===== src/rtl/calendar_clock_with_zone_shift_macros.svh =====
// Assertion macros shared by the calendar clock RTL.
`ifndef CALENDAR_CLOCK_WITH_ZONE_SHIFT_MACROS_SVH
`define CALENDAR_CLOCK_WITH_ZONE_SHIFT_MACROS_SVH

// Consequent must hold on the same clock edge as the antecedent.
`define CCZ_ASSERT_NOW(lbl, ante, cons, msg) \
  lbl: assert property (@(posedge clk) disable iff (rst) (ante) |-> (cons)) \
    else $error(msg);

// Consequent must hold on the clock edge after the antecedent.
`define CCZ_ASSERT_NEXT(lbl, ante, cons, msg) \
  lbl: assert property (@(posedge clk) disable iff (rst) (ante) |=> (cons)) \
    else $error(msg);

`endif


===== src/rtl/ccz_pkg.sv =====
// Types, constants and calendar helper functions of the calendar clock.
package ccz_pkg;

  localparam int ELAPSED_BITS_DEFAULT = 16;
  localparam int SHIFT_COUNT_BITS     = 16;
  localparam int BCD_FIELDS_BITS      = 48;
  localparam int OUT_DATA_BITS        = 48;
  localparam int CENTURY_COUNT        = 41;
  localparam int QUAD_CENTURY_COUNT   = 11;

  localparam logic [11:0] YEAR_BASE    = 12'd2000;
  localparam logic [7:0]  SEC_LAST     = 8'd59;
  localparam logic [7:0]  MIN_LAST     = 8'd59;
  localparam logic [7:0]  HOUR_LAST    = 8'd23;
  localparam logic [3:0]  MONTH_FIRST  = 4'd1;
  localparam logic [3:0]  MONTH_LAST   = 4'd12;
  localparam logic [4:0]  DAY_FIRST    = 5'd1;
  localparam logic [7:0]  MONTH_MASK   = 8'h7F;

  localparam logic signed [11:0] BASE_OFFSET = 12'sd540;
  localparam logic signed [11:0] DST_MINUTES = 12'sd60;
  localparam logic [10:0] ZONE_RESET = 11'd540;

  typedef enum logic {
    CMD_SEED    = 1'b0,
    CMD_ADVANCE = 1'b1
  } ccz_op_t;

  typedef enum logic [1:0] {
    REG_ZONE_OFFSET = 2'd0,
    REG_DAYLIGHT    = 2'd1,
    REG_SETTINGS    = 2'd2
  } ccz_reg_t;

  typedef enum logic [2:0] {
    ST_IDLE,
    ST_DISPATCH,
    ST_SEED,
    ST_ZONE,
    ST_FWD,
    ST_BACK,
    ST_FINISH
  } ccz_state_t;

  typedef struct packed {
    ccz_op_t    cmd;
    logic       read_ok;
    logic [7:0] bcd_year;
    logic [7:0] bcd_month;
    logic [7:0] bcd_day;
    logic [7:0] bcd_hour;
    logic [7:0] bcd_minute;
    logic [7:0] bcd_second;
  } ccz_item_t;

  typedef struct packed {
    logic [11:0] year;
    logic [3:0]  month;
    logic [4:0]  day;
    logic [7:0]  hour;
    logic [7:0]  minute;
    logic [7:0]  second;
  } ccz_time_t;

  typedef struct packed {
    logic [10:0] zone_offset_raw;
    logic        dst_enable;
    logic        settings_present;
  } ccz_cfg_t;

  typedef struct packed {
    logic capture;
    logic seed_load;
    logic zone_load;
    logic adv_load;
    logic invalidate;
    logic step_fwd;
    logic step_back;
  } ccz_cmd_t;

  typedef struct packed {
    ccz_op_t item_cmd;
    logic    item_read_ok;
    logic    clock_valid;
    logic    delta_neg;
    logic    count_zero;
  } ccz_status_t;

  // Each BCD digit taken at face value: high * 10 + low.
  function automatic logic [7:0] bcd_decode(logic [7:0] b);
    logic [7:0] hi;
    hi = {4'b0, b[7:4]};
    return (hi << 3) + (hi << 1) + {4'b0, b[3:0]};
  endfunction

  // Gregorian rule over the 12-bit year range, by comparison with the
  // century marks.
  function automatic logic is_leap(logic [11:0] year);
    logic cent;
    logic quad;
    cent = 1'b0;
    quad = 1'b0;
    for (int k = 0; k < CENTURY_COUNT; k++) begin
      if (year == 12'(k * 100)) cent = 1'b1;
    end
    for (int k = 0; k < QUAD_CENTURY_COUNT; k++) begin
      if (year == 12'(k * 400)) quad = 1'b1;
    end
    return quad || ((year[1:0] == 2'b00) && !cent);
  endfunction

  function automatic logic [4:0] days_in_month(logic [11:0] year, logic [3:0] month);
    logic [4:0] d;
    case (month)
      4'd2:    d = is_leap(year) ? 5'd29 : 5'd28;
      4'd4:    d = 5'd30;
      4'd6:    d = 5'd30;
      4'd9:    d = 5'd30;
      4'd11:   d = 5'd30;
      default: d = 5'd31;
    endcase
    return d;
  endfunction

endpackage


===== src/rtl/calendar_clock_with_zone_shift.sv =====
// Top level of the calendar clock with time-zone shift.
// Throughput: one word at a time; a seed walks its zone shift, forward in seconds
// or backward in minutes, and an advance walks its N seconds, while a failed seed or
// an advance of an invalid clock takes no steps, all set by the one-step-per-cycle
// calendar counter.
// Reset (rst, synchronous) clears the clock to the start of year 2000, invalid.

// A seed word loads the time from a BCD reading, clamps month and day, and then
// walks the zone shift: forward one second per cycle, backward one minute per
// cycle. An advance word steps the clock one second per cycle. Every word gives
// one result word showing the clock afterwards. The result sits in an output
// register, so the sequencer returns to idle as soon as the register is free,
// and a new input word can be taken while the previous result still waits.
// Configuration writes are always accepted and take effect on the next seed.
module calendar_clock_with_zone_shift
  import ccz_pkg::*;
#(
  parameter int ELAPSED_BITS = ELAPSED_BITS_DEFAULT
) (
  input  logic clk,
  input  logic rst,

  // Input word stream.
  input  logic s_tvalid,
  output logic s_tready,
  // tdata, low bits first: bcd_year[7:0], bcd_month[15:8], bcd_day[23:16],
  // bcd_hour[31:24], bcd_minute[39:32], bcd_second[47:40],
  // adv_seconds[48 +: ELAPSED_BITS], zero fill to a whole byte.
  input  logic [((BCD_FIELDS_BITS + ELAPSED_BITS + 7) / 8) * 8 - 1:0] s_tdata,
  // tuser, low bit first: cmd, read_ok.
  input  logic [1:0] s_tuser,

  // Result word stream.
  output logic m_tvalid,
  input  logic m_tready,
  // tdata, low bits first: year_out[11:0], month_out[15:12], day_out[20:16],
  // hour_out[28:21], minute_out[36:29], second_out[44:37], zero fill.
  output logic [OUT_DATA_BITS-1:0] m_tdata,
  // tuser: clock_ok.
  output logic m_tuser,

  // Configuration write channel.
  input  logic        cfg_valid,
  output logic        cfg_ready,
  input  logic [1:0]  cfg_index,
  input  logic [10:0] cfg_data
);

  `include "calendar_clock_with_zone_shift_macros.svh"

  ccz_cfg_t    cfg;
  ccz_item_t   item;
  ccz_cmd_t    cmd;
  ccz_status_t status;
  ccz_time_t   time_cur;
  ccz_time_t   out_time;
  logic        clock_valid;
  logic        result_load;
  logic        out_free;
  logic        out_ok;
  logic        month_legal;

  // Configuration registers; an index beyond the list is dropped.
  assign cfg_ready = 1'b1;

  always_ff @(posedge clk) begin
    if (rst) begin
      cfg.zone_offset_raw  <= ZONE_RESET;
      cfg.dst_enable       <= 1'b0;
      cfg.settings_present <= 1'b0;
    end else if (cfg_valid && cfg_ready) begin
      case (cfg_index)
        REG_ZONE_OFFSET: cfg.zone_offset_raw  <= cfg_data;
        REG_DAYLIGHT:    cfg.dst_enable       <= cfg_data[0];
        REG_SETTINGS:    cfg.settings_present <= cfg_data[0];
        default: ;
      endcase
    end
  end

  // Unpack the input word.
  assign item.cmd        = ccz_op_t'(s_tuser[0]);
  assign item.read_ok    = s_tuser[1];
  assign item.bcd_year   = s_tdata[7:0];
  assign item.bcd_month  = s_tdata[15:8];
  assign item.bcd_day    = s_tdata[23:16];
  assign item.bcd_hour   = s_tdata[31:24];
  assign item.bcd_minute = s_tdata[39:32];
  assign item.bcd_second = s_tdata[47:40];

  ccz_ctrl u_ctrl (
    .clk         (clk),
    .rst         (rst),
    .in_valid    (s_tvalid),
    .in_ready    (s_tready),
    .status      (status),
    .out_free    (out_free),
    .cmd         (cmd),
    .result_load (result_load)
  );

  ccz_datapath #(
    .ELAPSED_BITS (ELAPSED_BITS)
  ) u_datapath (
    .clk         (clk),
    .rst         (rst),
    .cmd         (cmd),
    .item        (item),
    .adv_seconds (s_tdata[BCD_FIELDS_BITS +: ELAPSED_BITS]),
    .cfg         (cfg),
    .status      (status),
    .time_cur    (time_cur),
    .clock_valid (clock_valid)
  );

  // Output register: free when empty or being drained this cycle.
  assign out_free = !m_tvalid || m_tready;

  always_ff @(posedge clk) begin
    if (rst) begin
      m_tvalid <= 1'b0;
    end else if (result_load) begin
      m_tvalid <= 1'b1;
    end else if (m_tready) begin
      m_tvalid <= 1'b0;
    end
  end

  always_ff @(posedge clk) begin
    if (result_load) begin
      out_time <= time_cur;
      out_ok   <= clock_valid;
    end
  end

  assign m_tuser = out_ok;
  assign m_tdata = {3'b000, out_time.second, out_time.minute, out_time.hour,
                    out_time.day, out_time.month, out_time.year};

  assign month_legal = (out_time.month >= MONTH_FIRST) && (out_time.month <= MONTH_LAST);

  `CCZ_ASSERT_NEXT(a_accept_closes, s_tvalid && s_tready, !s_tready, "input taken while busy")
  `CCZ_ASSERT_NOW(a_load_free, result_load, !m_tvalid || m_tready, "result overwritten")
  `CCZ_ASSERT_NOW(a_month_range, m_tvalid, month_legal, "month out of range")
  `CCZ_ASSERT_NOW(a_day_nonzero, m_tvalid, out_time.day != 5'd0, "day is zero")

endmodule


===== src/rtl/ccz_ctrl.sv =====
// Sequencer of the calendar clock: walks one word through seed, shift and step phases.
module ccz_ctrl
  import ccz_pkg::*;
(
  input  logic        clk,
  input  logic        rst,
  input  logic        in_valid,
  output logic        in_ready,
  input  ccz_status_t status,
  input  logic        out_free,
  output ccz_cmd_t    cmd,
  output logic        result_load
);

  ccz_state_t state;
  ccz_state_t state_next;

  always_ff @(posedge clk) begin
    if (rst) begin
      state <= ST_IDLE;
    end else begin
      state <= state_next;
    end
  end

  always_comb begin
    state_next  = state;
    cmd         = '0;
    in_ready    = 1'b0;
    result_load = 1'b0;
    case (state)
      ST_IDLE: begin
        in_ready = 1'b1;
        if (in_valid) begin
          cmd.capture = 1'b1;
          state_next  = ST_DISPATCH;
        end
      end
      ST_DISPATCH: begin
        if (status.item_cmd == CMD_SEED) begin
          if (status.item_read_ok) begin
            state_next = ST_SEED;
          end else begin
            cmd.invalidate = 1'b1;
            state_next     = ST_FINISH;
          end
        end else if (status.clock_valid) begin
          cmd.adv_load = 1'b1;
          state_next   = ST_FWD;
        end else begin
          state_next = ST_FINISH;
        end
      end
      ST_SEED: begin
        cmd.seed_load = 1'b1;
        state_next    = ST_ZONE;
      end
      ST_ZONE: begin
        cmd.zone_load = 1'b1;
        state_next    = status.delta_neg ? ST_BACK : ST_FWD;
      end
      ST_FWD: begin
        if (status.count_zero) begin
          state_next = ST_FINISH;
        end else begin
          cmd.step_fwd = 1'b1;
        end
      end
      ST_BACK: begin
        if (status.count_zero) begin
          state_next = ST_FINISH;
        end else begin
          cmd.step_back = 1'b1;
        end
      end
      ST_FINISH: begin
        if (out_free) begin
          result_load = 1'b1;
          state_next  = ST_IDLE;
        end
      end
      default: begin
        state_next = ST_IDLE;
      end
    endcase
  end

endmodule


===== src/rtl/ccz_datapath.sv =====
// Calendar registers, BCD seed decode, zone offset and the step counter.
module ccz_datapath
  import ccz_pkg::*;
#(
  parameter int ELAPSED_BITS = ELAPSED_BITS_DEFAULT
) (
  input  logic                    clk,
  input  logic                    rst,
  input  ccz_cmd_t                cmd,
  input  ccz_item_t               item,
  input  logic [ELAPSED_BITS-1:0] adv_seconds,
  input  ccz_cfg_t                cfg,
  output ccz_status_t             status,
  output ccz_time_t               time_cur,
  output logic                    clock_valid
);

  localparam int CNT_BITS =
    (ELAPSED_BITS > SHIFT_COUNT_BITS) ? ELAPSED_BITS : SHIFT_COUNT_BITS;

  ccz_item_t               item_reg;
  logic [ELAPSED_BITS-1:0] elapsed_reg;
  logic [CNT_BITS-1:0]     count;

  ccz_time_t          seed_time;
  ccz_time_t          fwd_time;
  ccz_time_t          back_time;
  logic [7:0]         month_dec;
  logic [7:0]         day_dec;
  logic [4:0]         seed_dim;
  logic [4:0]         cur_dim;
  logic [4:0]         prev_dim;
  logic [3:0]         prev_month;
  logic [11:0]        prev_year;
  logic signed [11:0] zone_offset;
  logic signed [11:0] zone_delta;
  logic [11:0]        back_minutes;
  logic [15:0]        fwd_minutes;
  logic [15:0]        fwd_seconds;

  always_ff @(posedge clk) begin
    if (cmd.capture) begin
      item_reg    <= item;
      elapsed_reg <= adv_seconds;
    end
  end

  // Seed decode: month clamped to 1..12, day clamped against the month length of the decoded year.
  always_comb begin
    seed_time.year   = YEAR_BASE + {4'b0, bcd_decode(item_reg.bcd_year)};
    month_dec        = bcd_decode(item_reg.bcd_month & MONTH_MASK);
    if (month_dec == 8'd0) begin
      seed_time.month = MONTH_FIRST;
    end else if (month_dec > {4'b0, MONTH_LAST}) begin
      seed_time.month = MONTH_LAST;
    end else begin
      seed_time.month = month_dec[3:0];
    end
    seed_dim = days_in_month(seed_time.year, seed_time.month);
    day_dec  = bcd_decode(item_reg.bcd_day);
    if (day_dec == 8'd0) begin
      seed_time.day = DAY_FIRST;
    end else if (day_dec > {3'b0, seed_dim}) begin
      seed_time.day = seed_dim;
    end else begin
      seed_time.day = day_dec[4:0];
    end
    seed_time.hour   = bcd_decode(item_reg.bcd_hour);
    seed_time.minute = bcd_decode(item_reg.bcd_minute);
    seed_time.second = bcd_decode(item_reg.bcd_second);
  end

  // Zone shift in minutes relative to the base offset.
  always_comb begin
    if (cfg.settings_present) begin
      zone_offset = {cfg.zone_offset_raw[10], cfg.zone_offset_raw}
                  + (cfg.dst_enable ? DST_MINUTES : 12'sd0);
    end else begin
      zone_offset = BASE_OFFSET;
    end
    zone_delta   = zone_offset - BASE_OFFSET;
    back_minutes = 12'(-zone_delta);
    fwd_minutes  = {4'b0, zone_delta};
    fwd_seconds  = (fwd_minutes << 6) - (fwd_minutes << 2);
  end

  // One second forward with carries up to the year.
  always_comb begin
    cur_dim  = days_in_month(time_cur.year, time_cur.month);
    fwd_time = time_cur;
    if (time_cur.second < SEC_LAST) begin
      fwd_time.second = time_cur.second + 8'd1;
    end else begin
      fwd_time.second = 8'd0;
      if (time_cur.minute < MIN_LAST) begin
        fwd_time.minute = time_cur.minute + 8'd1;
      end else begin
        fwd_time.minute = 8'd0;
        if (time_cur.hour < HOUR_LAST) begin
          fwd_time.hour = time_cur.hour + 8'd1;
        end else begin
          fwd_time.hour = 8'd0;
          if (time_cur.day < cur_dim) begin
            fwd_time.day = time_cur.day + 5'd1;
          end else begin
            fwd_time.day = DAY_FIRST;
            if (time_cur.month < MONTH_LAST) begin
              fwd_time.month = time_cur.month + 4'd1;
            end else begin
              fwd_time.month = MONTH_FIRST;
              fwd_time.year  = time_cur.year + 12'd1;
            end
          end
        end
      end
    end
  end

  // One minute backward; a day borrow lands on the last day of the prior month.
  always_comb begin
    if (time_cur.month > MONTH_FIRST) begin
      prev_month = time_cur.month - 4'd1;
      prev_year  = time_cur.year;
    end else begin
      prev_month = MONTH_LAST;
      prev_year  = time_cur.year - 12'd1;
    end
    prev_dim  = days_in_month(prev_year, prev_month);
    back_time = time_cur;
    if (time_cur.minute != 8'd0) begin
      back_time.minute = time_cur.minute - 8'd1;
    end else begin
      back_time.minute = MIN_LAST;
      if (time_cur.hour != 8'd0) begin
        back_time.hour = time_cur.hour - 8'd1;
      end else begin
        back_time.hour = HOUR_LAST;
        if (time_cur.day > DAY_FIRST) begin
          back_time.day = time_cur.day - 5'd1;
        end else begin
          back_time.month = prev_month;
          back_time.year  = prev_year;
          back_time.day   = prev_dim;
        end
      end
    end
  end

  always_ff @(posedge clk) begin
    if (rst) begin
      clock_valid     <= 1'b0;
      time_cur.year   <= YEAR_BASE;
      time_cur.month  <= MONTH_FIRST;
      time_cur.day    <= DAY_FIRST;
      time_cur.hour   <= 8'd0;
      time_cur.minute <= 8'd0;
      time_cur.second <= 8'd0;
      count           <= '0;
    end else begin
      if (cmd.invalidate) clock_valid <= 1'b0;
      if (cmd.seed_load) time_cur <= seed_time;
      if (cmd.zone_load) begin
        clock_valid <= 1'b1;
        if (zone_delta[11]) begin
          count <= CNT_BITS'(back_minutes);
        end else begin
          count <= CNT_BITS'(fwd_seconds);
        end
      end
      if (cmd.adv_load) count <= CNT_BITS'(elapsed_reg);
      if (cmd.step_fwd) begin
        time_cur <= fwd_time;
        count    <= count - CNT_BITS'(1);
      end
      if (cmd.step_back) begin
        time_cur <= back_time;
        count    <= count - CNT_BITS'(1);
      end
    end
  end

  assign status.item_cmd     = item_reg.cmd;
  assign status.item_read_ok = item_reg.read_ok;
  assign status.clock_valid  = clock_valid;
  assign status.delta_neg    = zone_delta[11];
  assign status.count_zero   = (count == '0);

endmodule

===== config.mk =====
export PLATFORM = sky130hd
export DESIGN_NAME = calendar_clock_with_zone_shift
export DESIGN_NICKNAME = d
export VERILOG_FILES = /design/src/rtl/ccz_pkg.sv /design/src/rtl/calendar_clock_with_zone_shift.sv /design/src/rtl/ccz_ctrl.sv /design/src/rtl/ccz_datapath.sv
export VERILOG_INCLUDE_DIRS = /design/src /design/src/rtl
export SDC_FILE = /design/constraint.sdc
export NUM_CORES = 1
export LEC_CHECK = 0
export BUFFER_PORTS_ARGS = -buffer_cell sky130_fd_sc_hd__buf_2
export CAP_MARGIN = 25
export CORE_MARGIN = 2
export CORE_UTILIZATION = 30
export DETAILED_ROUTE_END_ITERATION = 8
export PLACE_DENSITY_LB_ADDON = 0.15
export SLEW_MARGIN = 10
export SYNTH_ARGS = -nofsm -noshare
export SYNTH_HDL_FRONTEND = slang
export SYNTH_SLANG_ARGS = --single-unit

===== constraint.sdc =====
create_clock -name clk -period 4.7 [get_ports clk]
set_clock_uncertainty 0.15 [all_clocks]
set_input_delay 0.94 -clock clk [delete_from_list [all_inputs] [get_ports clk]]
set_output_delay 0.94 -clock clk [all_outputs]
set_load 0.02 [all_outputs]

# After elaboration in Yosys (flattened, before gate mapping)
# Index checks and enable logic that the tools add are counted.
[op_classes]
n_addsub = 29
n_eq_ne = 154
reduce_logical = 43
n_bitwise = 1
mux = 224
n_lt_le_gt_ge = 9
[ops]
columns = ["operator", "n"]
rows = [
  ["12-bit equality test, second input constant", 60],
  ["12-bit by 11-bit equality test with 1-bit output, second input constant", 30],
  ["1-bit two-way mux", 181],
  ["12-bit by 10-bit equality test with 1-bit output, second input constant", 15],
  ["45-bit two-way mux", 3],
  ["16-bit two-way mux", 7],
  ["12-bit by 9-bit equality test with 1-bit output, second input constant", 9],
  ["29-bit two-way mux", 2],
  ["21-bit two-way mux", 2],
  ["7-bit by 5-bit adder with 8-bit output", 5],
  ["8-bit by 4-bit adder with 8-bit output", 5],
  ["8-bit two-way mux", 5],
  ["37-bit two-way mux", 1],
  ["12-bit by 7-bit equality test with 1-bit output, second input constant", 3],
  ["12-bit by 8-bit equality test with 1-bit output, second input constant", 3],
  ["12-bit logical NOT", 3],
  ["12-bit two-way mux", 3],
  ["5-bit case mux with 2 select lines", 3],
  ["8-bit by 1-bit adder with 8-bit output, second input constant", 3],
  ["4-bit by 3-bit equality test with 1-bit output, second input constant", 6],
  ["4-bit equality test, second input constant", 6],
  ["5-bit two-way mux", 4],
  ["3-bit case mux with 6 select lines", 1],
  ["16-bit logical NOT", 1],
  ["55 further kinds", 99],
]
[word_totals]
register_bits = 190
inputBits = 84
out_inout_bits = 52
elab_cells = 489

# Depth between registers and ports, before layout
# Gate-level depths: netlist (run 1).
[depth]
depth_word = 57
ltp_mapped = 24
mapped_depth_nobuf = 24

# Cells and area by module
# From an unflattened synthesis (run 1), not the netlist that was laid out.
[unflattened]
cells_unflattened = 1523
hier_area_um2 = 13528.0
[modules_own_cells]
columns = ["mod", "area_per_inst_um2", "cells_per_inst", "instances", "seq_area_each_um2"]
rows = [
  ["ccz_datapath", 11253.3, 1380, 1, 3193.1],
  ["calendar_clock_with_zone_shift", 2028.2, 112, 1, 1661.6],
  ["ccz_ctrl", 246.5, 31, 1, 60.1],
]

# Worst setup path before layout (run 1)
# No wires, ideal clock.
[synth_path]
kind = "register to register"
from = "register u_datapath.item_reg[44] (netlist name)"
to = "register, netlist name u_datapath.time_cur[24]"
setup_ns = 0.122
n_path_buf = 0
stages_incl_launch_ff = 23
path_slack_ns = -0.016
period_less_slack_ns = 4.716
required_ns = 4.428
t_arrival_ns = 4.444
path_cell_list = "edfxtp_1 inv_1 fa_1 fa_1 nor2b_1 o21ai_0 nor2b_1 ha_1 nor3_1 o211ai_1 a221oi_1 o31a_1 a21oi_1 ha_1 nand2_1 o2111a_1 a211oi_1 a21oi_1 o211ai_1 o31a_1 a221oi_1 o21bai_1 o32a_1"
[synth_via]
elab_chain_cells = 57
word_cells_on_any_way = 109
cone_classes = "add/sub: 3; order compare: 1; eq/ne: 40; mux: 60; reduce/logical: 5"
[synth_rtl]
columns = ["item", "line", "rtl"]
rows = [
  ["from (decl)", "ccz_datapath.sv:21", "ccz_item_t item_reg;"],
  ["from (signal assigned)", "ccz_datapath.sv:43", "item_reg <= item;"],
  ["7-bit by 5-bit adder with 8-bit output *", "ccz_pkg.sv:93", "return (hi << 3) + (hi << 1) + {4'b0, b[3:0]};"],
  ["8-bit by 4-bit adder with 8-bit output *", "ccz_pkg.sv:93", ""],
  ["11-bit by 8-bit adder with 12-bit output *", "ccz_datapath.sv:50", "seed_time.year = YEAR_BASE + {4'b0, bcd_decode(item_reg.bcd_year)};"],
  ["12-bit logical NOT", "ccz_pkg.sv:104, ccz_pkg.sv:107", ""],
  ["1-bit two-way mux", "ccz_pkg.sv:104, ccz_pkg.sv:107", ""],
  ["1-bit two-way mux (40 in series)", "ccz_pkg.sv:104", "if (year == 12'(k * 100)) cent = 1'b1;"],
  ["1-bit two-way mux", "ccz_pkg.sv:114", "case (month)"],
  ["1-bit logical NOT", "ccz_pkg.sv:109", "return quad || ((year[1:0] == 2'b00) && !cent);"],
  ["[2 not listed]", "n/a", ""],
  ["1-bit two-way mux *", "ccz_pkg.sv:115", "4'd2: d = is_leap(year) ? 5'd29 : 5'd28;"],
  ["5-bit case mux with 2 select lines *", "ccz_pkg.sv:114", ""],
  ["8-bit by 5-bit > comparator with 1-bit output", "ccz_datapath.sv:63", "end else if (day_dec > {3'b0, seed_dim}) begin"],
  ["5-bit two-way mux *", "ccz_datapath.sv:63", ""],
  ["5-bit two-way mux *", "ccz_datapath.sv:61", "if (day_dec == 8'd0) begin"],
  ["45-bit two-way mux *", "ccz_datapath.sv:161", "if (cmd.seed_load) time_cur <= seed_time;"],
  ["45-bit two-way mux *", "ccz_datapath.sv:171", "if (cmd.step_fwd) begin"],
  ["45-bit two-way mux *", "ccz_datapath.sv:175", "if (cmd.step_back) begin"],
]
# Mark *: on every way between the ends. The rest lies on a longest branch, timed or not. The select of a mux whose other input is x is not followed.
# A chain may end at the register's enable or synchronous reset.

# Worst setup path in the final report (run 1)
[layout_path]
from = "register u_datapath.item_reg[44] (netlist name)"
to = "register, netlist name u_datapath.time_cur[24]"
[layout_via]
elab_chain_cells = 57
word_cells_on_any_way = 109
cone_classes = "add/sub: 3; order compare: 1; eq/ne: 40; mux: 60; reduce/logical: 5"
[layout_rtl]
columns = ["item", "line"]
rows = [
  ["7-bit by 5-bit adder with 8-bit output *", "ccz_pkg.sv:93"],
  ["8-bit by 4-bit adder with 8-bit output *", "ccz_pkg.sv:93"],
  ["11-bit by 8-bit adder with 12-bit output *", "ccz_datapath.sv:50"],
  ["12-bit logical NOT", "ccz_pkg.sv:104, ccz_pkg.sv:107"],
  ["1-bit two-way mux", "ccz_pkg.sv:104, ccz_pkg.sv:107"],
  ["1-bit two-way mux (40 in series)", "ccz_pkg.sv:104"],
  ["1-bit two-way mux", "ccz_pkg.sv:114"],
  ["1-bit logical NOT", "ccz_pkg.sv:109"],
  ["[2 not listed]", "n/a"],
  ["1-bit two-way mux *", "ccz_pkg.sv:115"],
  ["5-bit case mux with 2 select lines *", "ccz_pkg.sv:114"],
  ["8-bit by 5-bit > comparator with 1-bit output", "ccz_datapath.sv:63"],
  ["5-bit two-way mux *", "ccz_datapath.sv:63"],
  ["5-bit two-way mux *", "ccz_datapath.sv:61"],
  ["45-bit two-way mux *", "ccz_datapath.sv:161"],
  ["45-bit two-way mux *", "ccz_datapath.sv:171"],
  ["45-bit two-way mux *", "ccz_datapath.sv:175"],
]
# Marked as above.

==> reports/metrics.yaml, run 1 <==
status: "finished with violations"
violations: "negative setup slack"
setup_ws_ns: -0.0131
syn-cell-area_um2: 13700
cp_num_cells: 23
start_util_pct: 30.3
relSlewSlack_pct: 27.4
crit_top_cell: "o31a_1"
rr_worst_depth: 23
antenna_found_initial: 0
synthArstFlopShare_pct: 0
ys.flop_type: "edfxtp_1"
cpPeakStageDelay_ns: 0.45
h-tree-depth: 4
synth_top_area_cell: "edfxtp_1"
met3_usage_pct: 2.02
antenna_cells: 0
drive_gt1_share_pct: 19.7
period_needed_ns: 4.71
synth-seq-area-share_pct: 35.9
rsz0062_at_grt: "true"
dieArea_um2: 47300
arrival_ns: 4.97
grt_max_degree: 53
met1_usage_pct: 25.4
vias_per_cell: 5.44
fin_crit_sh_pct: 100
critical_path_class: "reg2reg"
totalWireLength_um: 44000
cp_num_buf_inv: 1
postSynthRegisterBits: 190
clk_latency_ns: 0.47
avgRoutedWirePerCell_um: 18.5
dpl.hpwl_um: 32800
area_delta_synth_final_pct: 19.7
avgSynthCellArea_um2: 8.59
synth_top_area_share_pct: 24.4
grt-ovfl-total: 0
fin_setup_tns_ns: -0.0131
root_buffer: "clkbuf_16"
crit_slowest_cell: "fa_1"
io_pins: 136
place_congestion: 0.917
grt_pass1_wl_um: 69500
yosys_warnings: 0
cts.sinks: 190
cts_buffer_depth: 2
grt_pass1_vias: 12400
place_ws_ns: -0.283
final_cell_mix: "156 x nand2_1, 130 x buf_2, 125 x buf_4"
post-route-util_pct: 36.3
synth_enable_flop_cells: 111
cts.clk_slew.worst_paths_ns: 0.08
cp_max_fo: 7
nets: 1941
coreArea_um2: 45200
cp_data_required_time_ns: 4.96
largest_reg_flops: 47
cts_tree: "built"
port_buffers: 130
grt.total_usage_pct: 18.6
finalMaxSlewViolations: 0
mostFrequentLayoutCell: "nand2_1"
netlist_instances: 1593
start_kind: "flop"
stdcell_area_um2: 16400
power_density_nw_per_um2: 602
rows: 78
setup_viol: 1
place_area_um2: 15600
drt_iter0_drc: 1050
maxCapViolations: 0
ant_nets: 0
synth_area_leaders: "edfxtp_1 24%, dfxtp_1 12%, ha_1 6.9%"
p_leak_uw: 0.00623
vdd_drop_max_v: 0.000343
holdPathStages: 2
grt.busiest_layer: "met2"
grt_use_met2_pct: 30.2
fp.dieH_um: 218
vias: 13000
die_x_um: 218
endpoint_kind: "flop"
hold_violations: 0
firstDrtPassIters: 5
path_cells: "inv_2 > fa_1 > fa_2 > nor2b_1 > o21ai_1 > nor2b_4 > ha_4 > and3_4 > and3_1 > nand3_1 > o2bb2ai_2 > o31a_1 > a21oi_2 > ha_2 > nand2_1 > o2111a_1 > a211oi_2 > a21oi_1 > o211ai_1 > o31a_1 > a221oi_2 > o21bai_1 > o32a_1"
cts_made_buffers: 17
ys_types: 87
worst_pin_slew_ns: 1.09
drc: 0
max_freq_mhz: 212
hp-class: "reg2reg"
crit_family: "compound AO/OA/AOI/OAI gates"
## cell type report
class                      count  area (um2)
fill                        4679       28800
multi-input combinational   1234        8270
sequential                   190        4920
timing repair buffer         257        1600
tap                          600         751
clock buffer                  21         482
inverter                      68         255
clock inverter                11         111
## report_power, final
part | switching [uW] | total (uW) | internal, uW | leakage (uW)
Combinational | 3480 | 5690 | 2210 | 0.00426
Sequential | 489 | 2700 | 2210 | 0.00168
Clock | 719 | 1480 | 763 | 0.000293
## tightest hold or removal path, delay by kind of cell (launching register included)
kind	cells	cell delay [ns]
flops	1	0.32
simple gates	1	0.06
compound gates	1	0.05
## synth_stat cells, types with 7 or more instances
| master | number |
|---|---|
| nand2b_1 | 26 |
| xor2_1 | 13 |
| mux2i_1 | 17 |
| dfxtp_1 | 79 |
| and2_1 | 13 |
| a21oi_1 | 115 |
| o21bai_1 | 7 |
| fa_1 | 13 |
| and3_1 | 17 |
| clkbuf_1 | 79 |
| nor3_1 | 63 |
| nand4_1 | 23 |
| a21o_1 | 19 |
| a22oi_1 | 8 |
| nor3b_1 | 10 |
| o2111ai_1 | 9 |
| or4_1 | 10 |
| a31oi_1 | 27 |
| nor4b_1 | 10 |
| buf_1 | 9 |
| a221oi_1 | 11 |
| o21a_1 | 10 |
| buf_2 | 9 |
| a211oi_1 | 26 |
| inv_1 | 65 |
| o211ai_1 | 35 |
| nand2_1 | 157 |
| a311oi_1 | 12 |
| xnor2_1 | 42 |
| o22ai_1 | 12 |
| or3_1 | 14 |
| nor4_1 | 24 |
| nor2_1 | 126 |
| o21ai_0 | 93 |
| edfxtp_1 | 111 |
| o31ai_1 | 11 |
| nor2b_1 | 25 |
| a2111oi_0 | 7 |
| ha_1 | 76 |
| nand3_1 | 41 |
## routing by layer
metal / share of wire (%) / routed length, um / vias to the layer above
met5: 0 / 0 / -
met4: 2.1 / 921 / 0
met3: 4.2 / 1860 / 53
met2: 47 / 20600 / 352
met1: 47 / 20600 / 6229
li1: - / - / 6319
## per-stage QoR
| stage | total power [uW] | instances | hold slack (ns) |
|---|---|---|---|
| 6_report | 9870 | 2381 | 0.323 |
| 5_1_grt | 10600 | 2381 | 0.345 |
| 4_1_cts | 9790 | 2371 | 0.330 |
| 3_3_place_gp | 8240 | 2338 | 0.307 |
| 2_1_floorplan | 6320 | 1595 | 0.256 |
| 3_5_place_dp | 8240 | 2338 | 0.306 |
## path summary, 6_finish.rpt
kind	start	to	slack (ns)
setup / recovery	u_datapath.item_reg[44]	u_datapath.time_cur[24]	-0.01
hold / removal	cfg[7]	cfg[7]	0.32
setup reg to reg	u_datapath.item_reg[44]	u_datapath.time_cur[24]	-0.01
hold reg to reg	cfg[7]	cfg[7]	0.32
## kinds of logic (layout without fill, tap and decap cells)
logic type / count (synthesis) / count (layout) / share of synthesized area, %
simple gates: 593 / 593 / 22.0
compound gates: 473 / 473 / 23.1
flops: 190 / 190 / 35.9
buf+inv: 171 / 357 / 4.94
fa+ha+maj: 89 / 89 / 8.85
xor+xnor: 56 / 56 / 3.68
mux: 19 / 19 / 1.41
other cells: 2 / 4 / 0.0549
## what timing repair did
item	CTS	global route
pin swaps	6	23
buffers inserted	1	8
hold buffers	0	0
setup endpoints to repair	3	6
gates resized for setup	6	33
(Power assumes the default switching activity.)
==> inputs of run 2 (changes only) <==
--- a/config.mk
+++ b/config.mk
@@ -8,9 +8,12 @@
 export LEC_CHECK = 0
 export BUFFER_PORTS_ARGS = -buffer_cell sky130_fd_sc_hd__buf_2
 export CAP_MARGIN = 25
+export CELL_PAD_IN_SITES_DETAIL_PLACEMENT = 1
+export CELL_PAD_IN_SITES_GLOBAL_PLACEMENT = 1
 export CORE_MARGIN = 2
 export CORE_UTILIZATION = 30
 export DETAILED_ROUTE_END_ITERATION = 8
+export GPL_TIMING_DRIVEN = 0
 export PLACE_DENSITY_LB_ADDON = 0.15
 export SLEW_MARGIN = 10
 export SYNTH_ARGS = -nofsm -noshare
==> run 2 against run 1 <==
  * The run still ends with negative setup slack left
  * Flip-flop and latch count did not move
  * First-iteration DRC count decreased by 5.3%
  * Non-clock buffer count shrank 7
  * Register-to-register slack got worse by 0.05 ns
  * Count of clock-buffer cells in the layout fell by 3
  * Sequential power decreased by 4%
  * Setup slack worse by 0.051 ns
  * Power is 2.5% higher
  * Hold slack worse by 0.043 ns
  * Global-route usage increased by 3.7 points
  * Wire length increased by 20%
  * Utilization decreased by 0.29 points
  * Largest power group unchanged
  * Highest routed layer unchanged
==> reports/metrics.yaml, run 2 (same netlist as run 1, synthesis figures left out) <==
p_clk_share_pct: 15.7  # +0.7 points
r2r_start: "u_datapath.item_reg[46]"
root_buffer: "clkbuf_16"
nets: 1934  # -0.36%
hold_violations: 0  # unchanged
rsz0062_at_grt: "true"
seq_power_share_pct: 25.5  # -1.8 points
start_util_pct: 30.3  # unchanged
cpPeakStageDelay_ns: 0.46  # about the same
die_x_um: 218  # unchanged
clk_latency_ns: 0.49  # +0.02 ns
netSwitchingPower_uw: 5130  # +9.3%
largest_reg_flops: 47  # unchanged
crit_slowest_cell: "fa_2"
p_sw_share_pct: 50.7  # +3.1 points
p_int_uw: 4990  # -3.6%
endpoint_kind: "flop"
coreArea_um2: 45200  # unchanged
fp.dieH_um: 218  # unchanged
comb_power_share_pct: 58.7  # +1.0 points
grt_pass1_vias: 13700  # +10%
power_density_nw_per_um2: 623  # +3.3%
cp_data_required_time_ns: 4.97  # about the same
cp_max_fo: 6  # -1
startpoint: "u_datapath.item_reg[46]"
cts_tree: "built"
drc: 0  # unchanged
max_freq_mhz: 210  # -1.1%
vias_per_cell: 5.66  # +4.0%
avgRoutedWirePerCell_um: 22.2  # +20%
antenna_found_initial: 1  # +1
setup_viol: 1  # unchanged
cts.sinks: 190  # unchanged
dpl.hpwl_um: 39700  # +21%
path_cells: "inv_2 > fa_2 > fa_2 > nor2b_2 > o21ai_2 > nor2b_4 > ha_4 > and3_4 > and3_4 > nand3_4 > o2bb2ai_4 > o31a_1 > a21oi_2 > ha_1 > nand2_1 > o2111a_1 > a211oi_2 > a21oi_1 > o211ai_1 > o31a_1 > a221oi_2 > o21bai_1 > o32a_1"
port_buffers: 129  # -0.77%
vdd_drop_max_v: 0.000390  # +14%
area_delta_synth_final_pct: 18.8
mostFrequentLayoutCell: "nand2_1"
grt.total_usage_pct: 22.3  # +3.7 points
vias: 13400  # +3.8%
dieArea_um2: 47300  # unchanged
drt_iter0_drc: 994  # -5.3%
io_pins: 136  # unchanged
start_kind: "flop"
firstDrtPassIters: 5  # unchanged
cts.clk_slew.worst_paths_ns: 0.07  # about the same
ant_nets: 0  # unchanged
rows: 78  # unchanged
fin_crit_sh_pct: 101  # +1.1 points
status: "finished with violations"
finalMaxSlewViolations: 0  # unchanged
totalWireLength_um: 52800  # +20%
cts_buffer_depth: 2  # unchanged
drive_gt1_share_pct: 15.8  # -3.9 points
arrival_ns: 5.04  # +0.07 ns
reg2reg_slack_ns: -0.06  # -0.05 ns
fin_setup_tns_ns: -0.0643  # -0.0512 ns
relSlewSlack_pct: 26.8  # -0.54 points
maxCapViolations: 0  # unchanged
period_needed_ns: 4.76  # +0.0512 ns
cts_made_buffers: 17  # unchanged
setup_ws_ns: -0.0643  # -0.0512 ns
final_cell_mix: "157 x nand2_1, 141 x buf_2, 124 x nor2_1"
hp-class: "reg2reg"
grt-ovfl-total: 0  # unchanged
worst_pin_slew_ns: 1.09  # +0.00247 ns
grt_max_degree: 48  # -9.4%
place_congestion: 0.916  # about the same
post-route-util_pct: 36.0  # -0.29 points
hold_start: "u_datapath.time_cur[26]"
grt_pass1_wl_um: 81100  # +17%
p_leak_uw: 0.00594  # -4.7%
critical_path_class: "reg2reg"
violations: "negative setup slack"
h-tree-depth: 4  # unchanged
-- run 2: changes by cell type in the layout (fill, tap and decap cells not counted), moves of 3 or more --
cell      before  now
nor2b_1       24   21
clkbuf_1       1   77
buf_1          0    8
buf_2        130  141
ha_1          71   68
ha_4           2    6
buf_4        125   20
-- run 2: area by class of cell --
type,instances,area (um2)
clock inverter,14,194
timing repair buffer,148,813
sequential,190,4920
fill,5327,28900
clock buffer,18,439
antenna,1,2.50
inverter,68,255
tap,600,751
buffer,102,419
multi-input combinational,1234,8460
-- run 2: final timing paths --
kind,depth (start not counted),end
max reg2reg,23,u_datapath.time_cur[24]
min reg2reg,0,m_tdata[18]
min,0,m_tdata[18]
max,23,u_datapath.time_cur[24]
-- run 2: critical path, delay by kind of cell, from the launching register on --
kind / cells / cell delay, ns
and+or+nand+nor: 6 / 0.81
adders and majority gates: 4 / 1.44
AOI/OAI and AO/OA: 12 / 1.80
DFF: 1 / 0.42
buffers and inverters: 1 / 0.08
-- run 2: stage by stage --
stage	hold slack (ns)	instance area (um2)	std cells	total power, uW	setup slack [ns]
detailed placement	0.266	15200	2328	8250	-0.940
global route	0.294	16300	2374	10800	-0.325
CTS	0.284	16000	2369	9980	-0.171
finish	0.280	16300	2375	10100	-0.0643
floorplan	0.256	13700	1595	6320	0.0201
global placement	0.264	15100	2324	8160	-1.30
-- run 2: routing by layer --
metal	up-vias	routed length [um]	track usage (%)
met2	400	24600	36.0
met4	0	1250	7.76
met3	79	2570	3.82
met1	6666	24400	30.0
li1	6295	-	-
met5	-	0	0
-- run 2: power groups by stage --
stage / logic (uW) / clock network (uW) / registers (uW)
5_1_grt: 6470 / 1710 / 2640
2_1_floorplan: 3820 / 0 / 2510
3_5_place_dp: 5630 / 0 / 2620
3_3_place_gp: 5530 / 0 / 2630
4_1_cts: 5760 / 1640 / 2580
6_report: 5940 / 1590 / 2580
-- run 2: repair_timing --
item                                    CTS  global route
resized for setup                        36            43
gates cloned                              0             0
setup buffers                             9             5
pin swaps                                21            22
hold buffers                              0             0
endpoints found under the setup margin    8             7
==> inputs of run 3 (changes only) <==
--- a/config.mk
+++ b/config.mk
@@ -6,6 +6,7 @@
 export SDC_FILE = /design/constraint.sdc
 export NUM_CORES = 1
 export LEC_CHECK = 0
+export ABC_AREA = 1
 export BUFFER_PORTS_ARGS = -buffer_cell sky130_fd_sc_hd__buf_2
 export CAP_MARGIN = 25
 export CELL_PAD_IN_SITES_DETAIL_PLACEMENT = 1
==> run 3 against run 2 <==
  * The run now ends clean
  * Hold slack worse by 0.0025 ns
  * Largest power group unchanged
  * Flip-flop and latch count did not move
  * Die area shrank 2.8%
  * Count of clock-buffer cells in the layout is 1 lower
  * Utilization is 0.71 points lower
  * Clock power is 3% lower
  * Combinational power fell by 11%
  * Fmax rose by 10%
==> reports/metrics.yaml, run 3 <==
grt_pass1_vias: 13300  # -2.9%
port_buffers: 129  # unchanged
root_buffer: "clkbuf_16"
worst_pin_slew_ns: 1.01  # -0.0745 ns
drc: 0  # unchanged
finalMaxSlewViolations: 0  # unchanged
vdd_drop_max_v: 0.000334  # -14%
synthArstFlopShare_pct: 0  # unchanged
rsz0062_at_grt: "true"
status: "completed"
hold_start: "u_datapath.time_cur[40]"
hold_slack_ns: 0.277  # -0.00249 ns
grt_pass1_wl_um: 72600  # -10%
grt-ovfl-total: 0  # unchanged
drive_gt1_share_pct: 13.7  # -2.1 points
period_needed_ns: 4.32  # -0.443 ns
vias: 12600  # -6.3%
cp_max_fo: 7  # +1
postSynthRegisterBits: 190  # unchanged
antenna_cells: 0  # -1
antenna_found_initial: 1  # unchanged
io_pins: 136  # unchanged
synth_area_leaders: "edfxtp_1 25%, dfxtp_1 12%, nand2_1 11%"
synth_commonest_cells: "381 x nand2_1, 231 x nor2_1, 185 x inv_1"
cts.sinks: 190  # unchanged
yosys_warnings: 0  # unchanged
cts_buffer_depth: 2  # unchanged
r2r_start: "u_datapath.item_reg[46]"
syn-cell-area_um2: 13300  # -2.9%
synth_top_area_share_pct: 25.1  # +0.72 points
ys_types: 64  # -26%
relSlewSlack_pct: 32.4  # +5.5 points
cts_hold_buf: 0  # unchanged
place_area_um2: 14800  # -2.3%
endpoint_kind: "flop"
p_leak_uw: 0.00687  # +16%
post-route-util_pct: 35.3  # -0.71 points
drt_iter0_drc: 487  # -51%
dpl.hpwl_um: 35600  # -10%
critical_path_class: "reg2reg"
nets: 2095  # +8.3%
area_delta_synth_final_pct: 16.5
maxCapViolations: 0  # unchanged
stdcell_area_um2: 15500  # -4.7%
hp-class: "reg2reg"
final_cell_mix: "381 x nand2_1, 228 x nor2_1, 185 x inv_1"
h-tree-depth: 4  # unchanged
ys.flop_type: "edfxtp_1"
grt.total_usage_pct: 20.2  # -2.1 points
avgRoutedWirePerCell_um: 17.9  # -19%
synth_enable_flop_cells: 111  # unchanged
totalWireLength_um: 45200  # -14%
grt_max_degree: 28  # -42%
place_ws_ns: 0.0213  # +0.961 ns
cts_made_buffers: 17  # unchanged
cp_data_required_time_ns: 4.95  # -0.02 ns
cts_tree: "built"
fin_crit_sh_pct: 91.9  # -9.4 points
start_kind: "flop"
startpoint: "u_datapath.item_reg[46]"
max_freq_mhz: 231  # +10%
rows: 77  # -1.3%
vias_per_cell: 4.98  # -12%
synth-seq-area-share_pct: 37.0  # +1.1 points
netlist_instances: 1765  # +11%
setup_ws_ns: 0.379  # +0.443 ns
setup_viol: 0  # -1
firstDrtPassIters: 4  # -1
start_util_pct: 30.3  # about the same
fp.dieH_um: 214  # -1.4%
synth_top_area_cell: "edfxtp_1"
ant_nets: 0  # unchanged
synth.most_common_cell: "nand2_1"
mostFrequentLayoutCell: "nand2_1"
die_x_um: 214  # -1.4%
power_density_nw_per_um2: 603  # -3.1%
hold_violations: 0  # unchanged
arrival_ns: 4.57  # -0.47 ns
avgSynthCellArea_um2: 7.53  # -12%
place_congestion: 0.906  # -1.1%
largest_reg_flops: 47  # unchanged
coreArea_um2: 43900  # -2.8%
cts.clk_slew.worst_paths_ns: 0.08  # about the same
dieArea_um2: 46000  # -2.8%
clk_latency_ns: 0.51  # +0.02 ns
-- run 3: worst paths after layout --
check	endpoint	slack (ns)	cells after the start
worst min register to register	m_tdata[7]	0.28	0
worst min-delay path	m_tdata[7]	0.28	0
worst max register to register	u_datapath.time_cur[24]	0.38	27
worst max-delay path	u_datapath.time_cur[24]	0.38	27
-- run 3: cell type report --
type	count	area [um2]
fillers	5515	28400
multi-input cells	1329	7420
flip-flops and latches	190	4910
repair buffers	136	776
inverters	198	746
well taps	592	741
clock buffers	17	425
plain buffers	50	273
clock inverters	15	195
-- run 3: repair_timing --
item | in CTS | in global routing
pin swaps | 0 | 1
setup endpoints to repair | 2 | 7
buffers inserted | 0 | 2
resized for setup | 2 | 10
hold endpoints to repair | 0 | 0
-- run 3: critical path, stage by stage, from the launching register on --
cell       delay [ns]
edfxtp_1         0.41
inv_1            0.09
fa_2             0.46
fa_2             0.42
inv_1            0.06
a21oi_1          0.07
nor2_2           0.13
nor2_1           0.07
ha_2             0.38
inv_1            0.07
nor2_1           0.15
inv_1            0.08
nor2_1           0.09
nand2_1          0.06
nand2_1          0.06
nor2_1           0.04
nand4_1          0.12
a21oi_1          0.09
ha_1             0.27
nand2_1          0.07
o2111ai_2        0.14
nand3_2          0.16
o211a_1          0.16
nand2_1          0.09
a21oi_2          0.17
nand2_1          0.07
nand2_1          0.05
nand2_1          0.04
-- run 3: cells by family (layout without fill, tap and decap cells) --
| kind of cell | Yosys count | in the layout | share of synthesized area, % |
|---|---|---|---|
| buffers and inverters | 248 | 416 | 7.66 |
| adder cells (fa/ha/maj) | 89 | 89 | 9.11 |
| AO/OA/AOI/OAI | 333 | 333 | 14.3 |
| XOR/XNOR | 59 | 59 | 4.00 |
| flip-flops | 190 | 190 | 37.0 |
| AND/OR/NAND/NOR | 844 | 844 | 27.9 |
| other | 2 | 4 | 0.0565 |
-- run 3: stage by stage --
step | TNS [ns] | power (uW) | instances
after floorplan | 0 | 6160 | 1767
after global placement | -98.05 | 7660 | 2488
after detailed placement | 0 | 7820 | 2493
after CTS | 0 | 9420 | 2525
after global routing | 0 | 10200 | 2527
final | 0 | 9350 | 2527
-- run 3: layer usage --
metal / up-vias / GRT usage [%] / wire, um
met2: 183 / 35.2 / 22200
met4: 0 / 6.88 / 1040
met1: 6106 / 25.3 / 20600
met5: - / 0 / 0
met3: 47 / 3.21 / 1330
li1: 6258 / - / -
-- run 3: power by group --
part	internal (uW)	switching, uW
clock	767	781
sequential	2200	330
combinational	1730	3530
total	4700	4640
